**config.mk**
```make
export PLATFORM = sky130hd
export DESIGN_NAME = adc_scan_sequencer_autogain_unit
export DESIGN_NICKNAME = d
export VERILOG_FILES = /design/src/hdl/asg_pkg.sv /design/src/hdl/asg_cfg.sv /design/src/hdl/asg_core.sv /design/src/hdl/asg_out.sv /design/src/hdl/adc_scan_sequencer_autogain_unit.sv
export SDC_FILE = /design/constraint.sdc
export NUM_CORES = 1
export LEC_CHECK = 0
export BUFFER_PORTS_ARGS = -buffer_cell sky130_fd_sc_hd__buf_4
export CORE_AREA = 2 2 174 176
export CTS_CLUSTER_DIAMETER = 30
export DETAILED_ROUTE_END_ITERATION = 8
export DIE_AREA = 0 0 176 178
export HOLD_SLACK_MARGIN = 0.1
export PLACE_DENSITY = 0.67
export SLEW_MARGIN = 10
export SYNTH_ARGS = -nofsm -noshare
export SYNTH_HDL_FRONTEND = slang
export SYNTH_SLANG_ARGS = --single-unit
```
**constraint.sdc**
```tcl
create_clock -name clk -period 9.3 [get_ports clk]
set_clock_uncertainty 0.15 [all_clocks]
set_input_delay 2.79 -clock clk [delete_from_list [all_inputs] [get_ports clk]]
set_output_delay 2.79 -clock clk [all_outputs]
set_load 0.005 [all_outputs]
```
**src/hdl/asg_pkg.sv**
```systemverilog
package asg_pkg;

	localparam int SENSOR_COUNT_DEF = 16;
	localparam int GAIN_LEVELS      = 4;

	localparam int SAMPLE_W  = 10;
	localparam int CHAN_W    = 3;
	localparam int GAIN_W    = 2;
	localparam int IRSEL_W   = 4;
	localparam int SCALE_W   = 8;
	localparam int CURRENT_W = 15;
	localparam int SWPOS_W   = 2;
	localparam int CFG_IDX_W = 3;
	localparam int CFG_DAT_W = 10;
	localparam int IN_DATA_W  = 16;
	localparam int OUT_DATA_W = 56;

	localparam logic [GAIN_W-1:0] GAIN_MAX = GAIN_W'(GAIN_LEVELS - 1);

	// channel codes
	localparam logic [CHAN_W-1:0] CH_IR      = 3'd0;
	localparam logic [CHAN_W-1:0] CH_SWITCH  = 3'd1;
	localparam logic [CHAN_W-1:0] CH_RIGHT   = 3'd4;
	localparam logic [CHAN_W-1:0] CH_LEFT    = 3'd5;
	localparam logic [CHAN_W-1:0] CH_BATTERY = 3'd6;
	localparam logic [CHAN_W-1:0] CH_BOOST   = 3'd7;

	// register indexes
	localparam logic [CFG_IDX_W-1:0] REG_GAIN_HIGH = 3'd0;
	localparam logic [CFG_IDX_W-1:0] REG_GAIN_LOW  = 3'd1;
	localparam logic [CFG_IDX_W-1:0] REG_BATTERY   = 3'd2;
	localparam logic [CFG_IDX_W-1:0] REG_BOOST     = 3'd3;
	localparam logic [CFG_IDX_W-1:0] REG_SW_UPPER  = 3'd4;
	localparam logic [CFG_IDX_W-1:0] REG_SW_LOWER  = 3'd5;
	localparam logic [CFG_IDX_W-1:0] REG_SCALE     = 3'd6;

	// register reset values
	localparam logic [SAMPLE_W-1:0] RST_GAIN_HIGH = 10'd900;
	localparam logic [SAMPLE_W-1:0] RST_GAIN_LOW  = 10'd175;
	localparam logic [SAMPLE_W-1:0] RST_BATTERY   = 10'd450;
	localparam logic [SAMPLE_W-1:0] RST_BOOST     = 10'd800;
	localparam logic [SAMPLE_W-1:0] RST_SW_UPPER  = 10'd768;
	localparam logic [SAMPLE_W-1:0] RST_SW_LOWER  = 10'd256;
	localparam logic [SCALE_W-1:0]  RST_SCALE     = 8'd147;

	localparam logic [SWPOS_W-1:0] SW_UP     = 2'd0;
	localparam logic [SWPOS_W-1:0] SW_MIDDLE = 2'd1;
	localparam logic [SWPOS_W-1:0] SW_DOWN   = 2'd2;

	typedef struct packed {
		logic [SAMPLE_W-1:0] gain_high;
		logic [SAMPLE_W-1:0] gain_low;
		logic [SAMPLE_W-1:0] battery;
		logic [SAMPLE_W-1:0] boost;
		logic [SAMPLE_W-1:0] sw_upper;
		logic [SAMPLE_W-1:0] sw_lower;
		logic [SCALE_W-1:0]  scale;
	} asg_cfg_t;

	typedef struct packed {
		logic [CHAN_W-1:0]    next_channel;
		logic [IRSEL_W-1:0]   ir_mux_select;
		logic [GAIN_W-1:0]    gain_select;
		logic                 ir_sample_valid;
		logic [IRSEL_W-1:0]   ir_index;
		logic                 frame_done;
		logic [GAIN_W-1:0]    frame_gain;
		logic                 battery_low;
		logic                 boost_ready;
		logic [SWPOS_W-1:0]   switch_pos;
		logic [CURRENT_W-1:0] left_current;
		logic [CURRENT_W-1:0] right_current;
	} asg_result_t;

endpackage

```
**src/hdl/asg_cfg.sv**
```systemverilog
module asg_cfg (
	input  logic                              clk,
	input  logic                              arst_n,
	input  logic                              wr_en,
	input  logic [asg_pkg::CFG_IDX_W-1:0]     index,
	input  logic [asg_pkg::CFG_DAT_W-1:0]     wdata,
	output asg_pkg::asg_cfg_t                 cfg
);

	asg_pkg::asg_cfg_t cfg_q;

	always_ff @(posedge clk or negedge arst_n) begin
		if (!arst_n) begin
			cfg_q.gain_high <= asg_pkg::RST_GAIN_HIGH;
			cfg_q.gain_low  <= asg_pkg::RST_GAIN_LOW;
			cfg_q.battery   <= asg_pkg::RST_BATTERY;
			cfg_q.boost     <= asg_pkg::RST_BOOST;
			cfg_q.sw_upper  <= asg_pkg::RST_SW_UPPER;
			cfg_q.sw_lower  <= asg_pkg::RST_SW_LOWER;
			cfg_q.scale     <= asg_pkg::RST_SCALE;
		end else if (wr_en) begin
			case (index)
				asg_pkg::REG_GAIN_HIGH: cfg_q.gain_high <= wdata[asg_pkg::SAMPLE_W-1:0];
				asg_pkg::REG_GAIN_LOW:  cfg_q.gain_low  <= wdata[asg_pkg::SAMPLE_W-1:0];
				asg_pkg::REG_BATTERY:   cfg_q.battery   <= wdata[asg_pkg::SAMPLE_W-1:0];
				asg_pkg::REG_BOOST:     cfg_q.boost     <= wdata[asg_pkg::SAMPLE_W-1:0];
				asg_pkg::REG_SW_UPPER:  cfg_q.sw_upper  <= wdata[asg_pkg::SAMPLE_W-1:0];
				asg_pkg::REG_SW_LOWER:  cfg_q.sw_lower  <= wdata[asg_pkg::SAMPLE_W-1:0];
				asg_pkg::REG_SCALE:     cfg_q.scale     <= wdata[asg_pkg::SCALE_W-1:0];
				default: ;
			endcase
		end
	end

	assign cfg = cfg_q;

endmodule

```
**src/hdl/asg_core.sv**
```systemverilog
module asg_core #(
	parameter int SENSOR_COUNT = asg_pkg::SENSOR_COUNT_DEF
) (
	input  logic                           clk,
	input  logic                           arst_n,
	input  logic                           accept,
	input  logic [asg_pkg::SAMPLE_W-1:0]   sample,
	input  asg_pkg::asg_cfg_t              cfg,
	output asg_pkg::asg_result_t           result
);

	localparam int CW = (SENSOR_COUNT > 1) ? $clog2(SENSOR_COUNT) : 1;
	localparam logic [CW:0] COUNT_END = (CW+1)'(SENSOR_COUNT);

	logic [asg_pkg::CHAN_W-1:0]   channel_q, channel_n;
	logic [CW-1:0]                count_q, count_n;
	logic [asg_pkg::GAIN_W-1:0]   next_gain_q, next_gain_n;
	logic [asg_pkg::GAIN_W-1:0]   latched_gain_q, latched_gain_n;
	logic [asg_pkg::SAMPLE_W-1:0] peak_q, peak_n;
	logic [asg_pkg::SAMPLE_W-1:0] battery_q, battery_n;
	logic [asg_pkg::SAMPLE_W-1:0] boost_q, boost_n;
	logic [asg_pkg::SAMPLE_W-1:0] left_q, left_n;
	logic [asg_pkg::SAMPLE_W-1:0] right_q, right_n;
	logic [asg_pkg::SAMPLE_W-1:0] switch_q, switch_n;

	logic [CW:0]                  count_inc;
	logic [asg_pkg::SAMPLE_W-1:0] peak_upd;
	logic                         ir_valid, frame_done;
	logic [CW+3:0]                idx_ext, sel_ext;
	logic [asg_pkg::SAMPLE_W+asg_pkg::SCALE_W-1:0] left_prod, right_prod;
	logic [asg_pkg::SWPOS_W-1:0]  sw_pos;

	always_comb begin
		channel_n      = channel_q;
		count_n        = count_q;
		next_gain_n    = next_gain_q;
		latched_gain_n = latched_gain_q;
		peak_n         = peak_q;
		battery_n      = battery_q;
		boost_n        = boost_q;
		left_n         = left_q;
		right_n        = right_q;
		switch_n       = switch_q;
		ir_valid       = 1'b0;
		frame_done     = 1'b0;
		count_inc      = {1'b0, count_q} + (CW+1)'(1);
		peak_upd       = (sample > peak_q) ? sample : peak_q;
		case (channel_q)
			asg_pkg::CH_IR: begin
				ir_valid = 1'b1;
				if (count_inc >= COUNT_END) begin
					frame_done     = 1'b1;
					count_n        = '0;
					latched_gain_n = next_gain_q;
					if (peak_upd > cfg.gain_high) begin
						if (next_gain_q != '0)
							next_gain_n = next_gain_q - 2'd1;
					end else if (peak_upd < cfg.gain_low) begin
						if (next_gain_q < asg_pkg::GAIN_MAX)
							next_gain_n = next_gain_q + 2'd1;
					end
					peak_n    = '0;
					channel_n = asg_pkg::CH_BOOST;
				end else begin
					count_n   = count_inc[CW-1:0];
					peak_n    = peak_upd;
					channel_n = asg_pkg::CH_IR;
				end
			end
			asg_pkg::CH_SWITCH: begin
				switch_n  = sample;
				channel_n = asg_pkg::CH_IR;
			end
			asg_pkg::CH_RIGHT: begin
				right_n   = sample;
				channel_n = asg_pkg::CH_SWITCH;
			end
			asg_pkg::CH_LEFT: begin
				left_n    = sample;
				channel_n = asg_pkg::CH_RIGHT;
			end
			asg_pkg::CH_BATTERY: begin
				battery_n = sample;
				channel_n = asg_pkg::CH_LEFT;
			end
			asg_pkg::CH_BOOST: begin
				boost_n   = sample;
				channel_n = asg_pkg::CH_BATTERY;
			end
			default: channel_n = asg_pkg::CH_BOOST;
		endcase
	end

	always_ff @(posedge clk or negedge arst_n) begin
		if (!arst_n) begin
			channel_q      <= asg_pkg::CH_BOOST;
			count_q        <= '0;
			next_gain_q    <= '0;
			latched_gain_q <= '0;
			peak_q         <= '0;
			battery_q      <= '0;
			boost_q        <= '0;
			left_q         <= '0;
			right_q        <= '0;
			switch_q       <= '0;
		end else if (accept) begin
			channel_q      <= channel_n;
			count_q        <= count_n;
			next_gain_q    <= next_gain_n;
			latched_gain_q <= latched_gain_n;
			peak_q         <= peak_n;
			battery_q      <= battery_n;
			boost_q        <= boost_n;
			left_q         <= left_n;
			right_q        <= right_n;
			switch_q       <= switch_n;
		end
	end

	// result fields from the updated state
	always_comb begin
		idx_ext    = {4'b0, count_q};
		sel_ext    = {4'b0, count_n};
		left_prod  = left_n * cfg.scale;
		right_prod = right_n * cfg.scale;
		if (switch_n > cfg.sw_upper)
			sw_pos = asg_pkg::SW_DOWN;
		else if (switch_n > cfg.sw_lower)
			sw_pos = asg_pkg::SW_MIDDLE;
		else
			sw_pos = asg_pkg::SW_UP;

		result.next_channel    = channel_n;
		result.ir_mux_select   = sel_ext[3:0];
		result.gain_select     = next_gain_n;
		result.ir_sample_valid = ir_valid;
		result.ir_index        = ir_valid ? idx_ext[3:0] : 4'd0;
		result.frame_done      = frame_done;
		result.frame_gain      = latched_gain_n;
		result.battery_low     = (battery_n < cfg.battery);
		result.boost_ready     = (boost_n > cfg.boost);
		result.switch_pos      = sw_pos;
		result.left_current    = left_prod[asg_pkg::SAMPLE_W+asg_pkg::SCALE_W-1:3];
		result.right_current   = right_prod[asg_pkg::SAMPLE_W+asg_pkg::SCALE_W-1:3];
	end

endmodule

```
**src/hdl/asg_out.sv**
```systemverilog
module asg_out (
	input  logic                  clk,
	input  logic                  arst_n,
	input  logic                  in_valid,
	output logic                  in_ready,
	input  asg_pkg::asg_result_t  in_result,
	output logic                  out_valid,
	input  logic                  out_ready,
	output asg_pkg::asg_result_t  out_result
);

	logic                 valid_q;
	asg_pkg::asg_result_t result_q;

	assign in_ready = !valid_q || out_ready;

	always_ff @(posedge clk or negedge arst_n) begin
		if (!arst_n)
			valid_q <= 1'b0;
		else if (in_ready)
			valid_q <= in_valid;
	end

	always_ff @(posedge clk) begin
		if (in_ready && in_valid)
			result_q <= in_result;
	end

	assign out_valid  = valid_q;
	assign out_result = result_q;

endmodule

```
**src/hdl/adc_scan_sequencer_autogain_unit.sv**
```systemverilog
// adc scan sequencer with ir autogain
// s_axis: one beat per adc conversion result, sample in s_tdata[9:0], the
//   conversion of the channel that the previous result named as next
// m_axis: one result beat per input beat, in order; tlast marks the beat
//   that closed an ir frame, tuser flags a beat that came from an ir sensor
// cfg port: write enable, index and data; write only while no beat is in
//   flight; thresholds and motor current scale
// a result is on m_axis in the cycle after its input beat is taken
// throughput: one beat per cycle when not stalled; state update, threshold
//   compares and the two 10x8 current multipliers all sit between the state
//   registers and the single result register
// s_tready is low only while the result register is full and m_tready is
//   low; a stalled result holds until taken, with one more input beat
//   taken in the cycle it leaves
// reset: channel 7 (boost) first, sensor count, gains, frame peak and all
//   stored readings cleared, registers back to their defaults, no result
module adc_scan_sequencer_autogain_unit #(
	parameter int SENSOR_COUNT = asg_pkg::SENSOR_COUNT_DEF
) (
	input  logic                             clk,
	input  logic                             arst_n,
	input  logic                             s_tvalid,
	output logic                             s_tready,
	input  logic [asg_pkg::IN_DATA_W-1:0]    s_tdata,  // sample[9:0]
	output logic                             m_tvalid,
	input  logic                             m_tready,
	// next_channel[2:0] ir_mux_select[6:3] gain_select[8:7] ir_index[12:9]
	// frame_gain[14:13] battery_low[15] boost_ready[16] switch_pos[18:17]
	// left_current[33:19] right_current[48:34]
	output logic [asg_pkg::OUT_DATA_W-1:0]   m_tdata,
	output logic                             m_tlast,  // frame_done
	output logic                             m_tuser,  // ir_sample_valid
	input  logic                             cfg_wr_en,
	input  logic [asg_pkg::CFG_IDX_W-1:0]    cfg_index,
	input  logic [asg_pkg::CFG_DAT_W-1:0]    cfg_wdata
);

	asg_pkg::asg_cfg_t    cfg;
	asg_pkg::asg_result_t core_result;
	asg_pkg::asg_result_t out_result;
	logic                 accept;

	assign accept = s_tvalid && s_tready;

	asg_cfg u_cfg (
		.clk    (clk),
		.arst_n (arst_n),
		.wr_en  (cfg_wr_en),
		.index  (cfg_index),
		.wdata  (cfg_wdata),
		.cfg    (cfg)
	);

	asg_core #(
		.SENSOR_COUNT (SENSOR_COUNT)
	) u_core (
		.clk    (clk),
		.arst_n (arst_n),
		.accept (accept),
		.sample (s_tdata[asg_pkg::SAMPLE_W-1:0]),
		.cfg    (cfg),
		.result (core_result)
	);

	asg_out u_out (
		.clk        (clk),
		.arst_n     (arst_n),
		.in_valid   (s_tvalid),
		.in_ready   (s_tready),
		.in_result  (core_result),
		.out_valid  (m_tvalid),
		.out_ready  (m_tready),
		.out_result (out_result)
	);

	assign m_tdata = {7'b0,
		out_result.right_current,
		out_result.left_current,
		out_result.switch_pos,
		out_result.boost_ready,
		out_result.battery_low,
		out_result.frame_gain,
		out_result.ir_index,
		out_result.gain_select,
		out_result.ir_mux_select,
		out_result.next_channel};
	assign m_tlast = out_result.frame_done;
	assign m_tuser = out_result.ir_sample_valid;

endmodule

```
# == Word level (Yosys, flattened, before mapping) ==
# Cells that the tools add are included.
# totals
register_bits,191
latchBits,0
ramBits,0
romBits,0
n_memories,0
# classes
addsub,3
mul,2
div,0
magnitude_cmp,9
n_eq_ne,11
shift,0
mux,22
n_bitwise,0
reduce_logical,14
# ops
cell,n
2-to-1 mux 10 bit,7
> comparator 10 bit,5
multiplier 10 x 8 -> 18 bit,2
equality test 3 bit (second input constant),7
less-than comparator 10 bit,2
case mux 3 bit (6 select lines),1
2-to-1 mux 2 bit,8
AND reduction 2 bit,8
2-to-1 mux 4 bit,2
equality test 3 x 1 -> 1 bit (second input constant),2
equality test 3 x 2 -> 1 bit (second input constant),2
logical NOT 3 bit,2
adder 4 x 1 -> 5 bit (second input constant),1
>= comparator 5 bit (second input constant),1
2-to-1 mux 1 bit,3
2-to-1 mux 3 bit,1
adder 2 x 1 -> 2 bit (second input constant),1
less-than comparator 2 bit (second input constant),1
nonzero test 2 bit,1
subtractor 2 x 1 -> 2 bit (second input constant),1
logical AND 1 bit,1
logical NOT 1 bit,1
logical OR 1 bit,1

# == Logic depth before layout (Yosys ltp) ==
# Gate-level depths: netlist of the first run.
# logic_depth
depth_word,7
mapped_depth,24

# == Cells and area by module ==
# Synthesis of the first run repeated with hierarchy kept, for this count alone.
# unflattened
hier_cells,1354
area_unflattened_um2,14863.0
# by_module_without_submodules
module,n_inst,cells_each,area_each_um2
asg_core,1,1141,10468.8
asg_cfg,1,149,2746.4
asg_out,1,55,1585.3
adc_scan_sequencer_autogain_unit,1,9,62.6

# == Least setup slack after synthesis of the first run ==
# OpenSTA, ideal clock, no wires.
# synth_path
path_kind,input port to flip-flop
start,in s_tdata[1] (netlist bit)
end,"reg u_out.result_q, in the netlist u_out.out_result[14], data pin"
setup_ns,0.260
arrival_ns,6.991
required_ns,8.890
setup_slack_ns,1.899
cell_stages,16
n_path_buf,0
cell_sequence,mux2i_1 -> nor2b_1 -> fa_1 -> fa_1 -> fa_1 -> inv_1 -> fa_1 -> inv_1 -> ha_1 -> or2_2 -> a21oi_1 -> a211oi_1 -> o31ai_1 -> o21bai_1 -> a21oi_1 -> xnor2_1
# synth_lines
item,line,rtl
from (decl),adc_scan_sequencer_autogain_unit.sv:24,"input logic [asg_pkg::IN_DATA_W-1:0] s_tdata,"
to (signal assigned),asg_out.sv:26,result_q <= in_result;
to (decl),asg_out.sv:13,asg_pkg::asg_result_t result_q;

==> results summary, run 1 <==
The total routing usage reported by global routing came out at 0.2148. Once the clock tree was built, the setup fixing pass inserted 0 buffers. For the pin with the worst max-slew slack, the measured transition is 1.062 ns. The floorplan has 63 rows. The most repeated cell in the gate-level netlist after synthesis is sky130_fd_sc_hd__nand2_1.

The area of the mapped netlist came out at 0.01456 mm^2. The via density per instance came out at 5.230. The reg-to-reg setup timing slack is 2.85 ns.

The slowest cell on the critical path is sky130_fd_sc_hd__a21oi_1. The internal power component is 2.826 mW. Routability-driven placement finished with a final weighted congestion of 0.7914.

Summed over all instances, the cell type with the most area after synthesis is sky130_fd_sc_hd__dfrtp_1. For this run, the top clock speed supported by timing is 128.5 MHz. Of the synthesized area, sequential elements account for 0.3480.

The yosys synthesis warning count came out at 0. The total number of nets in the final design is 1821. In the final layout, the multi-input gates occupy 0.008533 mm^2. The worst endpoint data arrival time came out at 7.82 ns.

The number of hold buffers added after CTS came out at 0. On the worst path, the slowest cell contributes a delay of 0.61 ns. The wire length per cell after detailed routing came out at 16.10 um. The worst setup path is of the input pin to register kind. Counting instances in the post-synthesis netlist gives the leading cell types as sky130_fd_sc_hd__nand2_1 (209), sky130_fd_sc_hd__inv_1 (202), sky130_fd_sc_hd__ha_1 (141), sky130_fd_sc_hd__nor2b_1 (138), sky130_fd_sc_hd__dfrtp_1 (113). The first global-routing pass estimated 52900 um of wire. The TritonCTS buffer count is 17. The maximum level of the CTS H-tree is 4. The type of the worst min-delay path is register to register. The wire length after detailed routing came out at 31450 um. The register area came out at 0.005069 mm^2. The max-slew violation count is 0. The remaining antenna violation count after routing is 0.

The die width is 176 um. The clock tree from TritonCTS is built. The number of global-route vias before repair came out at 10380.

The final core area utilization came out at 0.5494. The shortest clock period the worst path allows after layout is 7.784 ns. The fraction of power consumed by combinational cells came out at 0.562. The most used flip-flop cell after synthesis is sky130_fd_sc_hd__dfrtp_1. For this run, the detailed router's first-pass iteration total came to 5. No sink is reached through more buffers than the 2 on the longest clock path. The residual DRC count came out at 0. The netlist uses 62 different library cells. The number of maximum-capacitance violations is 0. The number of clock sinks seen by CTS came out at 191. Of the total power, the clock network draws 0.152.

The final clock period utilization by the worst path is 0.8370. VDD sags by at most 0.1388 mV. The leakage dissipation is 7.902 nW. The area fraction of the dominant cell type after synthesis is 0.1942.

The die is 178 um tall. Yosys attributes the largest share of cell area to sky130_fd_sc_hd__dfrtp_1 (19%), sky130_fd_sc_hd__fa_1 (13%), sky130_fd_sc_hd__ha_1 (12%), sky130_fd_sc_hd__edfxtp_1 (11%), sky130_fd_sc_hd__nor2b_1 (5.9%). The clock latency on the worst-skew pair came out at 0.45 ns.

Setup repair after global routing left no endpoint under its margin. The final number of setup-violating endpoints came out at 0. Data on the critical path is required at its endpoint by 9.33 ns.

The signal on the critical path passes through buf_4 -> inv_1 -> nor2_1 -> a21oi_1 -> nand2b_1 -> fa_1 -> fa_1 -> inv_1 -> fa_1 -> inv_1 -> fa_1 -> inv_1 -> ha_1 -> a21boi_0 -> o211ai_1 -> nand3_1 -> a31o_2 -> a21oi_1 -> xnor2_1. The global route total overflow is 0. The aggregate negative setup slack is 0 ns.

The count of buffers inserted at the top-level ports is 80. The count of flip-flops with a built-in enable after synthesis is 51. The I/O pin total is 94.

The hold violation total from the final report came out at 0. The total core area came out at 0.02940 mm^2. In this run the power density over the cells is 300.5 mW/mm^2. The async set-or-reset flop fraction in the synthesized netlist is 0.7330. Together, buffers and inverters on the worst path number 5. The run finished with clean final reports. In this run the worst path has a maximum fanout of 8. The synthesized instance count came out at 1482. Averaged over all synthesized cells, the footprint is 9.827 um^2. Measured against its own limit, the worst slew margin works out to 0.2922. The via total after detailed routing came out at 10220. The post-synthesis sequential element count is 191.

STA classifies the critical path endpoint as a register. The initial cell density of the core came out at 0.4953. After clock tree synthesis, the clock-pin slew on the worst setup and hold paths is 0.07 ns. Once detailed placement completed, the half-perimeter wirelength came to 22390 um. The number of antenna violations at the first check in global routing came to 0. Counting the fill cells in the layout gives 2598.

The tree is rooted in a sky130_fd_sc_hd__clkbuf_16. The part of the power in registers came out at 0.287. Of the total power, the share spent switching nets is 0.4178.

STA classifies the critical path startpoint as an input pin. The relative area change from synthesis to final layout came out at 10.92%. The reported net switching power is 2.029 mW. The largest net degree at the start of global routing is 82. The count of instances resized after the clock tree is built is 0. After the first detailed-routing iteration, the DRC count stood at 736. The die covers 0.03133 mm^2. Of the cells placed in the final design, the portion with a size suffix greater than 1 is 0.1536. The antenna cell count came out at 0. In this design, the largest share of critical-path delay is due to adder cells.
-- cell families (layout without fill, tap and decap cells) --
logic type | Yosys count | in the layout | share of synthesized area
flip-flops | 191 | 191 | 0.3480
multiplexers | 92 | 92 | 0.06967
buffers and inverters | 257 | 332 | 0.06813
AND/OR/NAND/NOR | 482 | 482 | 0.1636
AO/OA/AOI/OAI | 193 | 193 | 0.07981
adder cells (fa/ha/maj) | 237 | 237 | 0.2531
other | 1 | 7 | 0.0002575
XOR/XNOR | 29 | 29 | 0.01744
-- final cells by class --
| type | count | area share |
|---|---|---|
| clock buffer | 21 | 0.02788 |
| inverter | 204 | 0.04748 |
| timing repair buffer | 96 | 0.04485 |
| multi-input combinational | 1040 | 0.5282 |
| sequential | 191 | 0.3138 |
| tap | 390 | 0.03021 |
| clock inverter | 11 | 0.007590 |
-- state kept, by name, summed over array words and instances (netlist names) --
register	count
u_core.channel_q	3
u_core.next_gain_q	2
u_core.peak_q	10
u_cfg.cfg	68
u_core.left_q	10
u_out.out_valid	1
u_core.boost_q	10
u_core.count_q	4
u_core.latched_gain_q	2
u_out.out_result	51
u_core.switch_q	10
u_core.right_q	10
u_core.battery_q	10
-- path summary, 6_finish.rpt --
path / start / cells past startpoint / to
worst min-delay path: u_core.boost_q[5] / 2 / u_core.boost_q[5]
worst max-delay path: s_tdata[0] / 19 / u_out.out_result[29]
worst min register to register: u_core.boost_q[5] / 2 / u_core.boost_q[5]
max in group asynchronous: arst_n / 2 / u_core.battery_q[9]
worst max register to register: u_core.channel_q[2] / 16 / u_out.out_result[29]
min in group asynchronous: arst_n / 1 / u_cfg.cfg[56]
-- metrics by stage --
step	worst slack, ns	instance area, um^2	hold slack (ns)	total power, mW	instances
after floorplan	1.899	14590	0.2901	3.415	1488
after global placement	1.235	15580	0.3015	4.058	1921
after detailed placement	1.140	15580	0.3083	4.140	1921
after CTS	1.592	16150	0.3272	4.899	1953
after global routing	1.174	16150	0.3468	5.382	1953
final	1.516	16150	0.3254	4.855	1953
-- layer usage --
layer	wire [um]	track usage	vias up
li1	-	-	4975
met2	15220	0.3661	170
met5	0	0	-
met3	1140	0.03026	35
met4	624	0.05647	0
met1	14460	0.2896	5035
-- power by group through the flow --
stage	Clock (mW)	Sequential (mW)	Combinational (mW)
final	0.736	1.39	2.73
after global routing	0.784	1.42	3.17
after CTS	0.748	1.39	2.76
after detailed placement	0	1.41	2.73
after global placement	0	1.40	2.66
after floorplan	0	1.33	2.08
-- worst register-to-register path: stages, from the launching register on --
cell                       delay [ns]
sky130_fd_sc_hd__dfstp_2         0.64
sky130_fd_sc_hd__nand3_1         0.53
sky130_fd_sc_hd__mux2i_1         0.87
sky130_fd_sc_hd__nor2b_1         0.15
sky130_fd_sc_hd__fa_1            0.53
sky130_fd_sc_hd__fa_1            0.53
sky130_fd_sc_hd__fa_1            0.55
sky130_fd_sc_hd__inv_1           0.06
sky130_fd_sc_hd__fa_1            0.53
sky130_fd_sc_hd__inv_1           0.04
sky130_fd_sc_hd__ha_1            0.25
sky130_fd_sc_hd__or3_1           0.42
sky130_fd_sc_hd__o211ai_1        0.26
sky130_fd_sc_hd__nand3_1         0.17
sky130_fd_sc_hd__a31o_2          0.26
sky130_fd_sc_hd__a21oi_1         0.17
sky130_fd_sc_hd__xnor2_1         0.10
-- cells in the final DEF (no fill, tap or decap), types with 3 or more instances in the layout --
cell	n
sky130_fd_sc_hd__nand2_1	208
sky130_fd_sc_hd__inv_1	202
sky130_fd_sc_hd__ha_1	141
sky130_fd_sc_hd__nor2b_1	138
sky130_fd_sc_hd__dfrtp_1	113
sky130_fd_sc_hd__fa_1	96
sky130_fd_sc_hd__buf_4	95
sky130_fd_sc_hd__o21ai_0	88
sky130_fd_sc_hd__mux2_2	71
sky130_fd_sc_hd__edfxtp_1	51
sky130_fd_sc_hd__a21oi_1	37
sky130_fd_sc_hd__nor2_1	33
sky130_fd_sc_hd__nand2b_1	30
sky130_fd_sc_hd__dfstp_2	27
sky130_fd_sc_hd__xnor2_1	26
sky130_fd_sc_hd__nor3_1	22
sky130_fd_sc_hd__mux2i_1	20
sky130_fd_sc_hd__nand3_1	18
sky130_fd_sc_hd__clkbuf_16	17
sky130_fd_sc_hd__a21o_1	14
sky130_fd_sc_hd__o211ai_1	8
sky130_fd_sc_hd__nand4_1	7
sky130_fd_sc_hd__o21a_1	7
sky130_fd_sc_hd__conb_1	7
sky130_fd_sc_hd__a31oi_1	6
sky130_fd_sc_hd__o22ai_1	4
sky130_fd_sc_hd__a31o_2	3
sky130_fd_sc_hd__or3_1	3
sky130_fd_sc_hd__xor2_1	3
sky130_fd_sc_hd__and3_1	3
sky130_fd_sc_hd__and2_1	3
sky130_fd_sc_hd__or2_2	3
sky130_fd_sc_hd__o31ai_1	3
sky130_fd_sc_hd__a211o_1	3
sky130_fd_sc_hd__nand4b_1	3
sky130_fd_sc_hd__inv_6	3
sky130_fd_sc_hd__clkbuf_1	3
(Power assumes the default switching activity.)
==> run 2, diff against run 1 <==
ABC_AREA = 1   (was default)
CORE_AREA = 2 2 172 174   (was 2 2 174 176)
DIE_AREA = 0 0 174 176   (was 0 0 176 178)
PLACE_DENSITY = 0.7   (was 0.67)
clock period = 6.75 ns   (was 9.3 ns; I/O delays follow)
==> run 2 against run 1 <==
Against the previous run:
- non-clock buffer count up 31
- final cell count up 11%
- die area shrank 2.2%
- global-route usage grew 1.4 points
- utilization up 1.2 points
- via count grew 11%
- combinational power up 78%
- design area shrank 0.72%
- clock power is 37% higher
- worst setup slack worse by 1.1 ns
- total power grew 61%
- sequential share of layout area rose by 0.23 points
- largest cell class unchanged
- largest power group unchanged
==> results summary, run 2 <==
The run finished with clean final reports. The most critical setup path has its startpoint at s_tdata[1]. The clock tree from TritonCTS is built. The remaining antenna violation count after routing is 0. The post-synthesis share of cell area spent on and, or, nand and nor gates is 0.1641.

The post-synthesis mux area share is 0. The number of clock sinks seen by CTS is 191. The max-slew violation count is 0.

The worst hold slack across all endpoints is 0.3350 ns. In this run the worst path has a maximum fanout of 5. The die outline area came out at 0.03062 mm^2. For the worst setup path, the data required time is 6.80 ns. The power density normalized to cell area is 486.0 mW/mm^2. The path class of the tightest hold or removal check is register to register. Routability-driven placement finished with a final weighted congestion of 0.8603. The flip-flop count of the largest register, all copies and words added is 68. By instance count, the leading cell after synthesis is sky130_fd_sc_hd__nand2_1. After clock tree synthesis, the clock-pin slew on the worst setup and hold paths is 0.08 ns.

The sequential share of the synthesized area came out at 0.3555. The wire length of the first global-routing pass came out at 55900 um. The total overflow left after global routing is 0. The headroom to the max-slew limit is 0.3679. Ranked by total cell area, the synthesized netlist is headed by sky130_fd_sc_hd__dfrtp_1 (20%), sky130_fd_sc_hd__fa_1 (13%), sky130_fd_sc_hd__ha_1 (12%), sky130_fd_sc_hd__edfxtp_1 (11%), sky130_fd_sc_hd__nand2_1 (8.9%).

The endpoint of the worst setup timing path is u_out.out_result[29]. The adder-cell share of the synthesized area is 0.2586. The total core area came out at 0.02855 mm^2. Walking the worst path, the cells encountered are buf_4 -> inv_1 -> nor2_1 -> a21oi_2 -> or2_2 -> fa_1 -> fa_1 -> inv_1 -> fa_1 -> inv_1 -> fa_1 -> inv_1 -> ha_1 -> nand4_1 -> o221ai_2 -> nand3_1 -> nand2_1 -> nand3_1 -> o21bai_1 -> xor2_1. The final number of setup-violating endpoints is 0. The relative area change from synthesis to final layout is 12.50%. Counting flops with an async set or reset pin after synthesis yields a share of 0.7330. The I/O pin total came out at 94.

The fraction of layout instances using a drive strength above 1 is 0.1214. The worst slack after detailed placement is -0.03722 ns. The aggregate negative setup slack came out at 0 ns. STA classifies the critical path endpoint as a register. For this design the static power due to leakage is 8.290 nW. The kind of start point of the critical path is an input pin. By count the netlist is led by sky130_fd_sc_hd__nand2_1 (337), sky130_fd_sc_hd__inv_1 (295), sky130_fd_sc_hd__nor2_1 (176), sky130_fd_sc_hd__o21ai_0 (168), sky130_fd_sc_hd__ha_1 (141). The number of DRC markers in iteration 0 came out at 797. In the global route stage, overall resource usage came out at 0.2287. The residual DRC count is 0. The die width is 174 um. The cell taking the most area after synthesis is sky130_fd_sc_hd__dfrtp_1. The initial cell density of the core is 0.4994. The clock tree synthesis step divided the H-tree into 4 levels. The count of filler cells inserted in the layout is 2584. The beginning of the worst register-to-register path is u_core.channel_q[0]. The number of cell rows is 62.

The final clock period utilization by the worst path came out at 0.9353. The count of buffers inserted at the top-level ports is 80. The wire length per cell after detailed routing is 15.27 um. The path length in cells of the critical path came out at 20. The area of the mapped netlist is 0.01426 mm^2.

The leading cell type in the layout, fill and taps excluded is sky130_fd_sc_hd__nand2_1. Entering global routing, the biggest net connects 104 pins. Max-cap violations in this run came to 0. Summed over all nets, the half-perimeter wirelength after detailed placement is 24380 um.

The category of cells accounting for the largest share of critical-path delay is adder cells. The length of the first detailed-routing pass in iterations is 5. The critical path is of the input pin to register type.

The TritonCTS buffer count is 17. The fraction of the mapped netlist area in compound gates is 0.1065. Data arrives at the worst endpoint at 6.37 ns. After synthesis, the largest family of logic cells by area is adder cells. Clock tree synthesis selected as its root buffer the cell sky130_fd_sc_hd__clkbuf_16. The hold violation total from the final report was 0. The maximum cell stage delay along the critical path is 0.55 ns. In the synthesized netlist the dominant register cell turns out to be sky130_fd_sc_hd__dfrtp_1. The clock latency on the worst-skew pair came out at 0.45 ns. The smallest clock period supported by the final layout is computed as 6.313 ns. The number of buffers between clock root and the deepest sink came out at 2. The via total after detailed routing is 11320. The reg-to-reg setup timing slack is 0.90 ns. The wire length after detailed routing is 33160 um.

The length in cells of the worst reg-to-reg path came out at 19. Static timing analysis puts the maximum clock frequency at 158.4 MHz. The worst path setup slack after routing came out at 0.4367 ns.

The synthesized netlist contains 52 unique library cells. In the final design database the tool counted 2046 nets. The overall die height came out at 176 um. The number of antenna diodes in the final layout is 0.

The count of instances resized after the clock tree is built came out at 0. The number of global-route vias before repair was 11400. The maximum VDD drop came out at 0.2648 mV. During synthesis, Yosys emitted a total of 0 warnings. The area fraction of the dominant cell type after synthesis came out at 0.1984. The synthesized area divided by synthesized cell count is 8.501 um^2. The endpoint identified for the worst register-to-register timing path is u_out.out_result[29]. The area share of xor/xnor cells in the synthesized design is 0.01659.

Among all stages on the critical path, the largest delay is contributed by sky130_fd_sc_hd__fa_1. The slew at the pin with the worst max-slew slack is 0.9481 ns. Setup repair after global routing left no endpoint under its margin. The number of antenna violations at the first check in global routing came out at 0. In the layout the commonest cells are sky130_fd_sc_hd__nand2_1 (337), sky130_fd_sc_hd__inv_1 (295), sky130_fd_sc_hd__nor2_1 (176). The buffering stage count on the worst path with inverters included came out at 5. The count of flip-flops with a built-in enable after synthesis is 51. The post-synthesis sequential element count is 191. The synthesized instance count is 1677. The via density per instance is 5.210.

The number of hold buffers added after CTS was 0. The number of post-CTS setup repair buffers came out at 0.
==> run 2: worst min-delay path, cell delays in order, from the launching register on <==
cell and delay [ns]:
sky130_fd_sc_hd__dfrtp_1 0.35, sky130_fd_sc_hd__nand2_1 0.05, sky130_fd_sc_hd__nand2_1 0.05
==> run 2: layout make-up <==
type,instances,area (um^2),share of cell area
clock buffers,18,439.2,0.02738
clock inverters,14,128.9,0.008036
inverters,307,1157,0.07216
multi-input cells,1131,7806,0.4867
flip-flops and latches,191,5069,0.3160
well taps,384,480.5,0.02996
repair buffers,127,957.2,0.05968
==> run 2: kinds of logic (layout without fill, tap and decap cells) <==
group,after synthesis,after routing
buffers and inverters,361,466
other,1,7
and+or+nand+nor,583,583
xor gates and xnor gates,27,27
DFF,191,191
adders and majority gates,237,237
AOI/OAI and AO/OA,277,277
==> run 2: report_power, final <==
group          total [mW]  switching, mW  internal (mW)
clock network        1.01          0.511          0.497
registers            1.94          0.187           1.75
logic                4.85           2.83           2.01
total                7.80           3.53           4.26
==> run 2: stage by stage <==
stage,cells,utilization,power [mW],cell area [um^2]
floorplan,1683,-,5.288,14280
global placement,2140,0.5419,6.615,15470
detailed placement,2140,0.5419,6.792,15470
CTS,2172,0.5618,7.849,16040
global route,2172,0.5618,8.693,16040
finish,2172,0.5618,7.795,16040
==> run 2: metal layers <==
metal | vias to the layer above | part of all wire | track usage | routed length [um]
met5 | - | 0 | 0 | 0
met4 | 0 | 0.029 | 0.07878 | 976
met3 | 72 | 0.048 | 0.02993 | 1592
met2 | 318 | 0.47 | 0.3873 | 15710
met1 | 5458 | 0.45 | 0.3048 | 14890
li1 | 5469 | - | - | -
==> run 2: worst min-delay path by stage <==
stage,startpoint,to,depth (start not counted)
3_5_place_dp,u_core.battery_q[9],u_core.battery_q[9],2
5_1_grt,u_core.boost_q[7],u_core.boost_q[7],2
3_3_place_gp,u_core.battery_q[2],u_core.battery_q[2],2
2_1_floorplan,u_core.switch_q[0],u_core.switch_q[0],2
6_report,u_core.boost_q[7],u_core.boost_q[7],2
4_1_cts,u_core.boost_q[7],u_core.boost_q[7],2
==> run 3, diff against run 2 <==
--- a/config.mk
+++ b/config.mk
@@ -12,4 +12,5 @@
 export DETAILED_ROUTE_END_ITERATION = 8
 export DIE_AREA = 0 0 174 176
+export GPL_TIMING_DRIVEN = 0
 export HOLD_SLACK_MARGIN = 0.1
 export PLACE_DENSITY = 0.7
==> constraint.sdc (replaced) <==
create_clock -name clk -period 6.75 [get_ports clk]
set_clock_uncertainty 0.15 [all_clocks]
set_input_delay 0.3375 -clock clk [delete_from_list [all_inputs] [get_ports clk]]
set_output_delay 0.3375 -clock clk [all_outputs]
set_load 0.005 [all_outputs]
==> run 3 against run 2 <==
Against the previous run:
- design area fell by 0.30%
- maximum frequency rose by 9.5%
- non-clock buffer count grew 11
- clock power is essentially flat
- hold slack got worse by 0.15 ns
- worst setup slack better by 0.55 ns
- combinational power down 7.0%
- clock-buffer cell count is 1 higher
==> results summary, run 3 (synthesis gave the netlist of run 2 again) <==
The wire length after detailed routing is 33670 um. The number of antenna violations at the first check in global routing is 0. The worst setup path is captured at a register. The total power after layout came out at 7.443 mW. The clock passes through at most 2 buffers.

After detailed placement, the total cell area comes to 0.01541 mm^2. The aggregate negative setup slack is 0 ns. The clock tree root driver cell is sky130_fd_sc_hd__clkbuf_16. The max-slew violation count came out at 0. The leakage dissipation is 8.210 nW. The initial cell density of the core came out at 0.4994. The register area is 0.005069 mm^2. The worst register-to-register path begins at u_core.channel_q[1]. For the worst flop-to-flop path, the logic depth is 21. The number of cells in the design after placement came out at 2149.

The H-tree was split into 4 levels. At the pin with the least slew margin, the transition time is 0.6931 ns. The total routing usage reported by global routing is 0.2325. The required time at the worst-slack endpoint came out at 6.80 ns.

The shortest clock period the worst path allows after layout is 5.767 ns. The number of hold buffers added after CTS is 2. The reg-to-reg setup timing slack is 0.98 ns. The area growth from synthesis to layout is 12.16%. The number of global-route vias before repair is 11310.

Measured along the y axis, the die boundary spans 176 um. The last weighted congestion value of the routability-driven placer is 0.8822. The combined area of the multi-input logic cells came out at 0.007806 mm^2. The number of cell rows is 62.

The count of filler cells inserted in the layout is 2669. The top cell types in the final layout, fill and taps aside, are sky130_fd_sc_hd__nand2_1 (337), sky130_fd_sc_hd__inv_1 (295), sky130_fd_sc_hd__nor2_1 (176). The final design area excluding fillers is 0.01599 mm^2. After detailed routing, the number of vias per cell comes to 5.196. Once the clock tree was built, the resizer swapped 0 gates to a different size. The total overflow left after global routing is 0. The critical path ends at u_out.out_result[29]. The reg-to-reg endpoint is u_out.out_result[29]. The highest clock rate is 173.4 MHz.

The clock tree from TritonCTS is built. STA classifies the critical path startpoint as a register. Clock-pin slew was measured on the worst setup and hold paths at 0.08 ns.

The count of buffers inserted at the top-level ports is 80. The flip-flop count of the largest register, all copies and words added came out at 68. The maximum VDD drop came out at 0.2933 mV. The setup path with the least slack is of type register to register. The first detailed-routing pass ran for 5 iterations. Setup repair after global routing left no endpoint under its margin.

The repair_antennas step left the layout with diodes totalling 0. The die outline area is 0.03062 mm^2. The later pin in the worst-skew pair is clocked with a latency of 0.45 ns. The largest single stage delay on the critical path is 0.58 ns. The number of clock sinks seen by CTS is 191. The fraction of layout instances using a drive strength above 1 is 0.1051. On the final layout, the worst hold slack is 0.1824 ns.

The hold violation total from the final report was 0. The min-delay analysis places its worst path in the category input pin to register. The power density normalized to cell area came out at 465.5 mW/mm^2.

The number of post-CTS setup repair buffers came out at 0. The final core area utilization is 0.5601. The total area inside the core boundary comes to 0.02855 mm^2. The die is 174 um wide.

At the end of the flow, the number of nets in the layout was 2057. The via total after detailed routing came out at 11340. The slowest stage of the critical path is the sky130_fd_sc_hd__dfstp_2 cell. The maximum net fanout on the critical path came out at 10. The worst path setup slack after routing came out at 0.9833 ns. Tracing the worst setup path back leads to its startpoint at u_core.channel_q[1]. The TritonCTS buffer count came out at 17. The headroom to the max-slew limit is 0.5348.

The final HPWL from detailed placement came out at 25630 um. In the final routed layout, each cell accounts on average for 15.42 um. The remaining antenna violation count after routing came out at 0. Across the run, the number of max-cap violations was 0. Walking the worst path, the cells encountered are inv_1 -> nand3_1 -> buf_2 -> nor2_1 -> a21oi_1 -> or2_2 -> fa_1 -> fa_1 -> inv_1 -> fa_1 -> inv_1 -> fa_1 -> inv_1 -> ha_1 -> nand4_1 -> o221ai_2 -> nand3_1 -> nand2_1 -> nand3_1 -> o21bai_1 -> xor2_1. The largest net degree at the start of global routing is 81. The leading cell type in the layout, fill and taps excluded is sky130_fd_sc_hd__nand2_1.

The final clock period utilization by the worst path is 0.8543. The wire length of the first global-routing pass came out at 56520 um. During I/O placement, the number of pins put on the boundary was 94. In this run, the number of DRC markers left after iteration 0 of detailed routing was 886.

The worst endpoint data arrival time came out at 5.82 ns. The run finished with clean final reports. In the routed design, unresolved DRC markers number 0. The final number of setup-violating endpoints is 0. The number of standard cells in the layout, taps in and fillers out came out at 2183.

The worst slack after detailed placement is 0.9965 ns.
==> run 3: cell types whose count changed in the layout (fill, tap and decap cells not counted) <==
cell | previous run | this run
sky130_fd_sc_hd__clkbuf_1 | 0 | 35
sky130_fd_sc_hd__buf_2 | 0 | 10
sky130_fd_sc_hd__clkinv_2 | 3 | 2
sky130_fd_sc_hd__clkbuf_4 | 0 | 1
sky130_fd_sc_hd__clkbuf_8 | 1 | 0
sky130_fd_sc_hd__buf_4 | 126 | 86
sky130_fd_sc_hd__buf_1 | 0 | 2
sky130_fd_sc_hd__dlygate4sd3_1 | 0 | 2
sky130_fd_sc_hd__inv_6 | 3 | 5
sky130_fd_sc_hd__buf_6 | 1 | 2
sky130_fd_sc_hd__inv_4 | 2 | 1
sky130_fd_sc_hd__buf_12 | 0 | 1
sky130_fd_sc_hd__buf_16 | 0 | 1
sky130_fd_sc_hd__clkinv_8 | 2 | 1
==> run 3: critical path: cells and delay by family, from the launching register on <==
kind | cells | cell delay [ns]
adder cells (fa/ha/maj) | 5 | 2.38
AND/OR/NAND/NOR | 7 | 0.92
AO/OA/AOI/OAI | 3 | 0.92
flip-flops | 1 | 0.58
buffers and inverters | 5 | 0.49
XOR/XNOR | 1 | 0.08
==> run 3: power by group <==
group	internal (mW)	total (mW)	switching (mW)	leakage [nW]
clock	0.489	0.986	0.497	0.276
sequential	1.75	1.94	0.190	2.24
combinational	1.74	4.51	2.77	5.70
total	3.98	7.44	3.46	8.21
==> run 3: routing by layer <==
| metal | part of all wire | global-route usage | vias up |
|---|---|---|---|
| li1 | - | - | 5488 |
| met1 | 0.45 | 0.3201 | 5477 |
| met2 | 0.47 | 0.3801 | 326 |
| met3 | 0.060 | 0.03790 | 52 |
| met4 | 0.022 | 0.07143 | 0 |
| met5 | 0 | 0 | - |
==> run 3: area by class of cell <==
cell class,count,share of cell area
flip-flops and latches,191,0.3170
inverters,307,0.07223
multi-input cells,1131,0.4882
clock buffers,19,0.02708
repair buffers,84,0.04202
plain buffers,54,0.01581
clock inverters,13,0.007591
well taps,384,0.03005
==> run 3: how the worst min path moves through the flow <==
stage	start	endpoint	cells after the start
final	cfg_wdata[9]	u_cfg.cfg[17]	3
after global routing	cfg_wdata[9]	u_cfg.cfg[17]	3
after detailed placement	arst_n	u_cfg.cfg[23]	1
after global placement	u_core.battery_q[7]	u_core.battery_q[7]	2
after floorplan	arst_n	u_cfg.cfg[10]	0
after CTS	cfg_wdata[9]	u_cfg.cfg[17]	3
